### src/cpr_pkg.sv
// shared types and constants for the constrained path rank unit
// no dependencies; imported by every module of the block
package cpr_pkg;

   localparam int MAX_POSITIONS_DEF = 10;
   localparam int CODE_W   = 20;
   localparam int POS_W    = 4;
   localparam int RANK_W   = 16;
   localparam int HEIGHT_W = 6;
   localparam int WIDTH_W  = 4;
   localparam int CSR_IDX_W  = 3;
   localparam int CSR_DATA_W = 10;

   typedef enum logic [1:0] {
      OP_RANK_MAIN  = 2'd0,
      OP_RANK_BLOCK = 2'd1,
      OP_DROP       = 2'd2,
      OP_INSERT     = 2'd3
   } op_type;

   typedef enum logic [CSR_IDX_W-1:0] {
      REG_PATH_WIDTH    = 3'd0,
      REG_MAIN_FIXED    = 3'd1,
      REG_MAIN_OCCUPIED = 3'd2,
      REG_BLOCK_FIXED   = 3'd3,
      REG_BLOCK_OCCUPIED = 3'd4
   } reg_index_type;

   // one transaction in flight through the position stages
   typedef struct packed {
      logic                       valid;
      op_type                     op;
      logic [CODE_W-1:0]          code;
      logic [POS_W-1:0]           pos;
      logic [RANK_W-1:0]          rin;
      logic signed [HEIGHT_W-1:0] h;
      logic [RANK_W-1:0]          sum_a;
      logic [RANK_W-1:0]          sum_b;
   } item_type;

   // configuration values seen by the builder and the stages
   typedef struct packed {
      logic [WIDTH_W-1:0] width;
      logic [9:0]         main_fixed;
      logic [9:0]         main_occ;
      logic [9:0]         blk_fixed;
      logic [9:0]         blk_occ;
   } cfg_type;

endpackage

### src/cpr_stage.sv
// one position stage of the rank pipeline
// depends on cpr_pkg; fed table rows by cpr_table_build
module cpr_stage #(
   parameter int MAX = cpr_pkg::MAX_POSITIONS_DEF,
   parameter int POS = 0
) (
   input  logic                   clock,
   input  logic                   reset,
   input  logic                   enable,
   input  cpr_pkg::cfg_type       cfg,
   input  logic [MAX+2:0][15:0]   main_row,
   input  logic [MAX+2:0][15:0]   blk_row,
   input  logic [MAX+2:0][15:0]   prev_row,
   input  cpr_pkg::item_type      item_i,
   output cpr_pkg::item_type      item_o
);
   import cpr_pkg::*;

   localparam int COLS = MAX + 3;
   localparam int IW   = $clog2(COLS);

   item_type  item_ff, item_in;
   logic [1:0] v;
   logic      active;
   logic      mf, mo, bf, bo, pf, po;

   function automatic logic [15:0] rd(input logic [MAX+2:0][15:0] row,
                                      input logic signed [HEIGHT_W-1:0] h);
      logic [15:0] res;
      res = '0;
      if (h >= 0 && 32'(h) < COLS) res = row[h[IW-1:0]];
      return res;
   endfunction

   function automatic logic [15:0] term(input logic [MAX+2:0][15:0] row,
                                        input logic f, input logic o,
                                        input logic signed [HEIGHT_W-1:0] h,
                                        input logic [1:0] s);
      logic [15:0] acc;
      acc = '0;
      if (s > 2'd0 && (!f || !o)) acc = acc + rd(row, h);
      if (s > 2'd1 && h > 0 && (!f || o)) acc = acc + rd(row, h - HEIGHT_W'(1));
      return acc;
   endfunction

   always_comb begin
      v  = item_i.code[2*POS +: 2];
      mf = cfg.main_fixed[POS];
      mo = cfg.main_occ[POS];
      bf = (POS < 9) ? cfg.blk_fixed[POS % 9] : 1'b0;
      bo = (POS < 9) ? cfg.blk_occ[POS % 9] : 1'b0;
      pf = (POS > 0) ? cfg.blk_fixed[(POS + 8) % 9] : 1'b0;
      po = (POS > 0) ? cfg.blk_occ[(POS + 8) % 9] : 1'b0;
      case (item_i.op)
         OP_RANK_MAIN:  active = POS < 32'(cfg.width);
         OP_RANK_BLOCK: active = POS < 32'(cfg.width) - 1;
         default:       active = POS < 32'(cfg.width) && POS > 32'(item_i.pos);
      endcase
      item_in = item_i;
      if (active) begin
         case (item_i.op)
            OP_RANK_MAIN:
               item_in.sum_a = item_i.sum_a + term(main_row, mf, mo, item_i.h, v);
            OP_RANK_BLOCK:
               item_in.sum_a = item_i.sum_a + term(blk_row, bf, bo, item_i.h, v);
            default: begin
               item_in.sum_a = item_i.sum_a + term(main_row, mf, mo, item_i.h, v);
               item_in.sum_b = item_i.sum_b + term(prev_row, pf, po, item_i.h, v);
            end
         endcase
         if (v == 2'd1) item_in.h = item_i.h - HEIGHT_W'(1);
         else if (v == 2'd2) item_in.h = item_i.h + HEIGHT_W'(1);
      end
   end

   // stage register, held while the output stalls
   always_ff @(posedge clock) begin
      if (reset) item_ff.valid <= 1'b0;
      else if (enable) item_ff.valid <= item_in.valid;
   end

   always_ff @(posedge clock) begin
      if (enable) begin
         item_ff.op    <= item_in.op;
         item_ff.code  <= item_in.code;
         item_ff.pos   <= item_in.pos;
         item_ff.rin   <= item_in.rin;
         item_ff.h     <= item_in.h;
         item_ff.sum_a <= item_in.sum_a;
         item_ff.sum_b <= item_in.sum_b;
      end
   end

   assign item_o = item_ff;

endmodule

### config.mk
export PLATFORM = sky130hd
export DESIGN_NAME = cpr_stage
export DESIGN_NICKNAME = d
export VERILOG_FILES = /design/src/cpr_pkg.sv /design/src/cpr_stage.sv
export SDC_FILE = /design/constraint.sdc
export NUM_CORES = 1
export LEC_CHECK = 0
export BUFFER_PORTS_ARGS = -buffer_cell sky130_fd_sc_hd__buf_2
export CAP_MARGIN = 20
export CORE_AREA = 5 5 317 319
export DETAILED_ROUTE_END_ITERATION = 10
export DIE_AREA = 0 0 322 324
export HOLD_SLACK_MARGIN = 0.03
export REMOVE_ABC_BUFFERS = 1
export SYNTH_ARGS = -nofsm -noshare
export SYNTH_HDL_FRONTEND = slang
export SYNTH_SLANG_ARGS = --single-unit
### constraint.sdc
create_clock -name clock -period 16.6 [get_ports clock]
set_input_delay 1.66 -clock clock [delete_from_list [all_inputs] [get_ports clock]]
set_output_delay 1.66 -clock clock [all_outputs]
set_load 0.02 [all_outputs]
-- Word level (Yosys, flattened, before mapping)
Index checks and enable logic that the tools add are counted.
- $add $sub $neg: 11
- multipliers: 0
- div/mod/pow operators: 0
- magnitude comparators: 11
- eq/ne operators: 3
- shift-type cells: 0
- muxes and demuxes: 58
- bitwise gates (word level): 0
- reductions and logical operators: 17
- operators by type and width (cell ; count):
    2-to-1 mux 16 bit ; 47
    binary-select mux 16 bit (select 4 bit) ; 6
    adder 16 bit ; 8
    2-to-1 mux 38 bit ; 1
    < comparator 1 x 32 -> 1 bit (first input constant) ; 1
    one-hot mux 16 bit (2 select lines) ; 1
    greater-or-equal comparator 6 x 1 -> 1 bit (second input constant) ; 2
    < comparator 6 x 5 -> 1 bit (second input constant) ; 2
    2-to-1 mux 6 bit ; 2
    < comparator 4 x 5 -> 1 bit (second input constant) ; 2
    logical AND 1 bit ; 7
    adder 6 x 2 -> 6 bit (second input constant) ; 1
    > comparator 6 x 1 -> 1 bit (second input constant) ; 1
    subtractor 6 x 2 -> 6 bit (second input constant) ; 1
    subtractor 4 x 1 -> 5 bit (second input constant) ; 1
    == test 2 x 1 -> 1 bit (second input constant) ; 2
    > comparator 2 x 1 -> 1 bit (second input constant) ; 2
    zero test 1 bit ; 4
    logical OR 1 bit ; 4
    < comparator 1 x 4 -> 1 bit (first input constant) ; 1
    == test 2 bit (second input constant) ; 1
    zero test 2 bit ; 1
    one-hot mux 1 bit (2 select lines) ; 1
    OR reduction 2 bit ; 1
- register bits: 81
- bits in latches: 0
- RAM bits: 0
- ROM bits: 0
- input bits: 752
- output and inout bits: 81
- logic and storage cells: 108
- memories: 0

-- Longest topological paths before layout
Gate-level depths: netlist of run 1.
- word-level depth: 14
- depth in mapped cells: 39
- gate-level depth less buffers: 31

-- Worst setup path after synthesis of run 1
No wires, ideal clock.
- kind: in2reg
- start: input port item_i[32] (netlist name)
- end: register item_ff, in the netlist item_o[31] (data pin)
- library setup time: 0.263 ns
- arrival: 8.120 ns
- setup slack: 8.217 ns
- stages: 36
- path through: buf_6 -> buf_4 -> buf_2 -> buf_4 -> buf_4 -> inv_1 -> ha_1 -> clkbuf_1 -> clkbuf_1 -> clkbuf_1 -> mux4_2 -> nand2_1 -> a311oi_1 -> ha_1 -> inv_1 -> fa_1 -> nor2b_1 -> o21ai_0 -> a21boi_0 -> o21ai_0 -> a21boi_0 -> o21ai_0 -> nand2b_1 -> xnor2_1 -> nor2_1 -> a21oi_1 -> o21ai_0 -> ha_1 -> and3_1 -> a211oi_1 -> a22oi_1 -> a31oi_1 -> o21ai_0 -> or2_2 -> mux2i_1 -> xor2_1
- RTL lines (item ; RTL line ; RTL):
    from (decl) ; cpr_stage.sv:14 ; input cpr_pkg::item_type item_i,
    to (decl) ; cpr_stage.sv:22 ; item_type item_ff, item_in;

==> summary.md, run 1 <==
| Metric | Value |
|---|---|
| Status | `completed` |
| H-tree depth | `3` |
| Grt total ovfl | `0` |
| Die X | `322 um` |
| Routed Antenna Nets | `0` |
| Reg2Reg Setup Slack | `16000 ps` |
| Post-route cell area | `0.01683 mm2` |
| Sequential share of the synthesized area | `19.59%` |
| Clk network pwr share | `20.6%` |
| Switch share | `37.85%` |
| Internal | `0.5403 mW` |
| I/O Pins | `833` |
| Hold Violations, Final | `0` |
| Largest net degree at the start of global routing | `110` |
| Core area | `0.09756 mm2` |
| Port bufs | `588` |
| Crit path top cell by count | `o21ai_0` |
| RSZ-0062 raised after global routing | `no` |
| Worst vdd ir | `0.00005790 V` |
| Post-CTS Resized | `0` |
| Max incr delay on CP | `680 ps` |
| Synth Flop Type | `edfxtp_1` |
| Post-synth EDFFs | `80` |
| Sequential Power Share | `28.9%` |
| Leak | `6.668 nW` |
| Asr flop ratio synth | `0%` |
| Vias per Instance | `4.304` |
| Crit path to | `item_o[31]$_DFFE_PP_` |
| Max Clk Rate | `100.7 MHz` |
| Area contributors post-synth | `mux4_2 (34%), edfxtp_1 (19%), ha_1 (5.2%)` |
| Final setup viols | `0` |
| Mapped Cells | `1180` |
| Hold_buf cts | `0` |
| Sw Pwr | `0.3290 mW` |
| Crit-path max FO | `32` |
| Max FFs per register | `81` |
| Clk_lat worst skew | `340 ps` |
| Worst r2r dst | `item_o[80]$_SDFFE_PP0P_` |
| Worst setup EP type | `register` |
| WL per Instance | `24.45 um` |
| Clock sink count | `81` |
| Reg clk slew, reported paths | `60 ps` |
| Worst min path class | `register to register` |
| Clk_skew | `0 ps` |
| Post-synth top cells | `mux4_2 (187), nand2_1 (106), clkbuf_1 (103), a21oi_1 (84), edfxtp_1 (80)` |
| Starting density of the core | `12.67%` |
| Placement Cell Area | `0.01653 mm2` |
| Vias in the first global route | `12950` |
| Distinct cells, synth | `65` |
| Layout Nets | `2457` |
| Leading area contributor after synthesis | `mux4_2` |
| Number of remaining DRC errors | `0` |
| Die area | `0.1043 mm2` |
| Root Buffer | `clkbuf_16` |
| Count leader, synth | `mux4_2` |
| Yosys reg bits | `81` |
| Global-route wire length before repair | `97.17 mm` |
| Fin crit share | `59.84%` |
| Max-cap viol count | `0` |
| Gate power share | `50.5%` |
| Fin Hold WS | `502.8 ps` |
| CP Launch Point | `item_i[33]` |
| CP max stage cell | `ha_1` |
| Estimated wirelength of the detail-placed design | `61.51 mm` |
| Max clock buf depth | `2` |
| Ratio of cells with drive above 1 in the final layout | `51.03%` |
| CP arrival | `10030 ps` |
| Reg2reg path depth | `2` |
| Post CTS Setup Buffer Count | `0` |
| TritonCTS clock tree | `done` |
| Crit path launch type | `input port` |
| Initial antenna violation count | `42` |
| Period minus WS final | `9933 ps` |
| Final-layout fill cell count | `11000` |
| P&R area growth vs syn | `36.15%` |
| Rows | `115` |
| CP Class | `input port to register` |
| TritonRoute pass-1 iters | `5` |
| Gpl congestion | `0.8263` |
| 1st-iter DRT viols | `872` |
| Worst Tran Pin Value | `938.4 ps` |
| Pwr per Cell Area | `51.64 mW/mm2` |
| Total number of vias | `12730` |
| Setup TNS | `0 ps` |
| WP data required | `16700 ps` |
| Worst slew margin | `37.06%` |
| Post-synth top area share | `34.07%` |
| Average size of a mapped cell | `10.48 um2` |
| Die height | `324 um` |
| Final Slew Violations | `0` |
| Yosys Warn Count | `0` |
| Crit Reg-Reg Startpoint | `item_o[80]$_SDFFE_PP0P_` |
| Final WL | `72.30 mm` |
| CTS Buf Count | `9` |
| All-Layer GR Usage | `13.12%` |
| Mapped Area | `0.01236 mm2` |
power by group through the flow:
stage	Sequential, mW	Clock [mW]	Combinational, mW
6_report	0.251	0.179	0.439
5_1_grt	0.253	0.192	0.480
4_1_cts	0.252	0.186	0.450
3_5_place_dp	0.256	0	0.449
3_3_place_gp	0.255	0	0.444
2_1_floorplan	0.280	0	0.205
cells by family after synthesis:
group / synth area share, %
buffers and inverters: 6.801
flip-flops: 19.59
adder cells (fa/ha/maj): 5.647
multiplexers: 35.66
AO/OA/AOI/OAI: 18.47
AND/OR/NAND/NOR: 10.99
XOR/XNOR: 2.834
per-layer routing:
metal | global-route usage [%] | share of wire [%]
met5 | 0 | 0.17
met4 | 3.420 | 2.1
met1 | 16.25 | 40
met2 | 22.98 | 49
met3 | 3.101 | 8.8
cells in the final DEF, fill, tap and decap left out, drive strengths merged, types with 26 or more instances in the layout:
cell type	n
a21oi	84
mux4	187
inv	31
a211oi	73
ha	51
edfxtp	80
a311oi	28
buf	618
o21ai	45
and2	26
nor2	39
a221oi	31
and3	30
nand2	109
worst max-delay path: cells and delay by family:
family / cells / cell delay (ps)
xor+xnor: 3 / 730
simple gates: 3 / 1010
mux: 1 / 160
fa+ha+maj: 4 / 1630
buf+inv: 4 / 1070
compound gates: 14 / 3670
final cells by class:
cell class              count  area [um2]  share of cell area [%]
diodes                     14       35.03                  0.2081
multi-input cells         909        9170                   54.48
repair buffers            619        3214                   19.10
flip-flops and latches     81        2422                   14.39
well taps                1287        1610                   9.567
inverters                  31       116.4                  0.6913
clock buffers              10       229.0                   1.360
clock inverters             6       35.03                  0.2081
through the flow:
| stage | setup slack, ps | total power, mW | cells | util, % |
|---|---|---|---|---|
| 2_1_floorplan | 7083 | 0.4849 | 1021 | - |
| 3_3_place_gp | 6182 | 0.6995 | 2927 | 16.95 |
| 3_5_place_dp | 6141 | 0.7046 | 2927 | 16.95 |
| 4_1_cts | 6510 | 0.8873 | 2943 | 17.22 |
| 5_1_grt | 5911 | 0.9255 | 2954 | 17.25 |
| 6_report | 6667 | 0.8692 | 2957 | 17.25 |
how the worst min path moves through the flow:
stage / cells after the start / to / start
2_1_floorplan: 2 / item_o[80]$_SDFFE_PP0P_ / item_o[80]$_SDFFE_PP0P_
3_3_place_gp: 2 / item_o[80]$_SDFFE_PP0P_ / item_o[80]$_SDFFE_PP0P_
3_5_place_dp: 2 / item_o[80]$_SDFFE_PP0P_ / item_o[80]$_SDFFE_PP0P_
4_1_cts: 2 / item_o[80]$_SDFFE_PP0P_ / item_o[80]$_SDFFE_PP0P_
5_1_grt: 2 / item_o[80]$_SDFFE_PP0P_ / item_o[80]$_SDFFE_PP0P_
6_report: 2 / item_o[80]$_SDFFE_PP0P_ / item_o[80]$_SDFFE_PP0P_
Note: power is estimated with default switching activity, not from simulation.
==> run 2, diff against run 1 <==
Settings changed: CORE_AREA 5 5 317 319 to 5 5 318 320, DIE_AREA 0 0 322 324 to 0 0 323 325.
Clock period 16.6 ns to 10.2 ns, I/O delays scaled along.
==> run 2 against run 1 <==
  * Global-route usage shrank 0.36 points
  * Hold slack gained 2.9 ps
  * Utilization is essentially flat
  * Non-clock buffer count grew 7
  * Critical path depth grew 3
  * Combinational power grew 63%
  * Clock power grew 79%
  * Wire length shrank 2.1%
  * Sequential power grew 63%
  * Die area grew 0.62%
  * Register-to-register slack lost 6400 ps
  * Sequential share of layout area shrank 0.080 points
  * Largest power group unchanged
==> summary.md, run 2 (synthesis results as in run 1) <==
| Metric | Value |
|---|---|
| Status | `completed` |
| Rows | `115 (unchanged)` |
| Post CTS Setup Buffer Count | `0 (unchanged)` |
| Initial antenna violation count | `33 (-21%)` |
| Hold Violations, Final | `0 (unchanged)` |
| RSZ-0062 raised after global routing | `no` |
| Vias per Instance | `4.270 (-0.80%)` |
| Ratio of cells with drive above 1 in the final layout | `51.29% (+0.27 points)` |
| Port bufs | `588 (unchanged)` |
| Leading cell types in the layout, fill and taps excluded | `buf_2 (583), mux4_2 (187), nand2_1 (106)` |
| Number of remaining DRC errors | `0 (unchanged)` |
| Max incr delay on CP | `660 ps (-20 ps)` |
| Leak | `6.715 nW (+0.71%)` |
| Crit-path max FO | `16 (-50%)` |
| Final cell count without fillers | `2964 (+0.24%)` |
| Worst vdd ir | `0.00008572 V (+48%)` |
| Max-cap viol count | `0 (unchanged)` |
| CP max stage cell | `ha_1` |
| Routed Antenna Nets | `0 (unchanged)` |
| All-Layer GR Usage | `12.76% (-0.36 points)` |
| H-tree depth | `3 (unchanged)` |
| Placed Instances | `2933 (+0.20%)` |
| Fin crit share | `85.59%` |
| Estimated wirelength of the detail-placed design | `61.25 mm (-0.41%)` |
| Final WL | `70.74 mm (-2.1%)` |
| Max clock buf depth | `2 (unchanged)` |
| CP Class | `input port to register` |
| Largest net degree at the start of global routing | `101 (-8.2%)` |
| Reg clk slew, reported paths | `60 ps (about the same)` |
| Crit path top cell by count | `o21ai_0` |
| CP arrival | `8870 ps (-1160 ps)` |
| 1st-iter DRT viols | `679 (-22%)` |
| Setup TNS | `0 ps (unchanged)` |
| Clock sink count | `81 (unchanged)` |
| Worst setup EP type | `register` |
| CTS Buf Count | `9 (unchanged)` |
| Pwr per Cell Area | `85.32 mW/mm2 (+65%)` |
| Placement Cell Area | `0.01659 mm2 (+0.33%)` |
| Post-CTS Resized | `0 (unchanged)` |
| Die height | `325 um (+0.31%)` |
| Total number of vias | `12660 (-0.57%)` |
| Final Slew Violations | `0 (unchanged)` |
| WP data required | `10340 ps (-6360 ps)` |
| Global-route wire length before repair | `95.99 mm (-1.2%)` |
| TritonCTS clock tree | `done` |
| P&R area growth vs syn | `36.91%` |
| Final-layout fill cell count | `11030 (+0.22%)` |
| TritonRoute pass-1 iters | `5 (unchanged)` |
| Vias in the first global route | `12860 (-0.69%)` |
| Most common library cell in the layout ignoring fill and taps | `buf_2` |
| Clk_lat worst skew | `330 ps (about the same)` |
| Post-route cell area | `0.01693 mm2 (+0.56%)` |
| Final setup viols | `0 (unchanged)` |
| WL per Instance | `23.87 um (-2.4%)` |
| Worst slew margin | `34.00% (-3.1 points)` |
| Die area | `0.1050 mm2 (+0.62%)` |
| Grt total ovfl | `0 (unchanged)` |
| Core area | `0.09784 mm2 (+0.29%)` |
| Worst min path class | `register to register` |
| Gpl congestion | `0.8160 (-1.2%)` |
| Layout Nets | `2464 (+0.28%)` |
| Die X | `323 um (+0.31%)` |
| Max FFs per register | `81 (unchanged)` |
| Fin Hold WS | `505.7 ps (+2.933 ps)` |
| Hold_buf cts | `0 (unchanged)` |
| Period minus WS final | `8730 ps` |
| Starting density of the core | `12.64% (-0.037 points)` |
| Max Clk Rate | `114.5 MHz` |
| Clk_skew | `0 ps (unchanged)` |
| Worst Tran Pin Value | `990.0 ps (+51.54 ps)` |
| Final Core Density | `17.30% (+0.045 points)` |
| Root Buffer | `clkbuf_16` |
| I/O Pins | `833 (unchanged)` |
| Crit path launch type | `input port` |
-- run 2: layout make-up --
cell class	count	area (um2)	area share, %
well taps	1287	1610	9.514
clock buffers	10	229.0	1.353
multi-input cells	909	9169	54.17
inverters	31	116.4	0.6875
clock inverters	6	67.56	0.3992
flip-flops and latches	81	2422	14.31
diodes	14	35.03	0.2070
repair buffers	626	3277	19.36
-- run 2: critical path, delay by kind of cell --
kind / cells / cell delay (ps)
xor gates and xnor gates: 2 / 370
and+or+nand+nor: 6 / 970
AOI/OAI and AO/OA: 15 / 3770
muxes: 1 / 180
buffers and inverters: 4 / 730
adders and majority gates: 4 / 1780
-- run 2: worst paths after layout --
| check | start | end | slack [ps] | cells past startpoint |
|---|---|---|---|---|
| setup / recovery | item_i[33] | item_o[31]$_DFFE_PP_ | 1470 | 32 |
| hold / removal | item_o[80]$_SDFFE_PP0P_ | item_o[80]$_SDFFE_PP0P_ | 510 | 2 |
| setup reg to reg | item_o[80]$_SDFFE_PP0P_ | item_o[80]$_SDFFE_PP0P_ | 9600 | 2 |
| hold reg to reg | item_o[80]$_SDFFE_PP0P_ | item_o[80]$_SDFFE_PP0P_ | 510 | 2 |
-- run 2: power by group --
part           leakage (nW)  internal [mW]  switching, mW  total [mW]
combinational          5.79          0.317          0.397       0.714
clock                 0.139          0.190          0.131       0.321
sequential            0.791          0.401        0.00817       0.409
total                  6.72          0.909          0.535        1.44
-- run 2: metal layers --
metal / track usage, % / routed length (um)
met2: 22.44 / 34800
met1: 16.12 / 29190
met5: 0 / 144
met4: 2.926 / 1222
met3: 2.495 / 5386
-- run 2: through the flow --
step | power, mW | worst slack, ps
floorplan | 0.7892 | 1323
global placement | 1.138 | 1148
detailed placement | 1.144 | 1133
CTS | 1.470 | 1471
global route | 1.530 | 898.3
finish | 1.444 | 1470
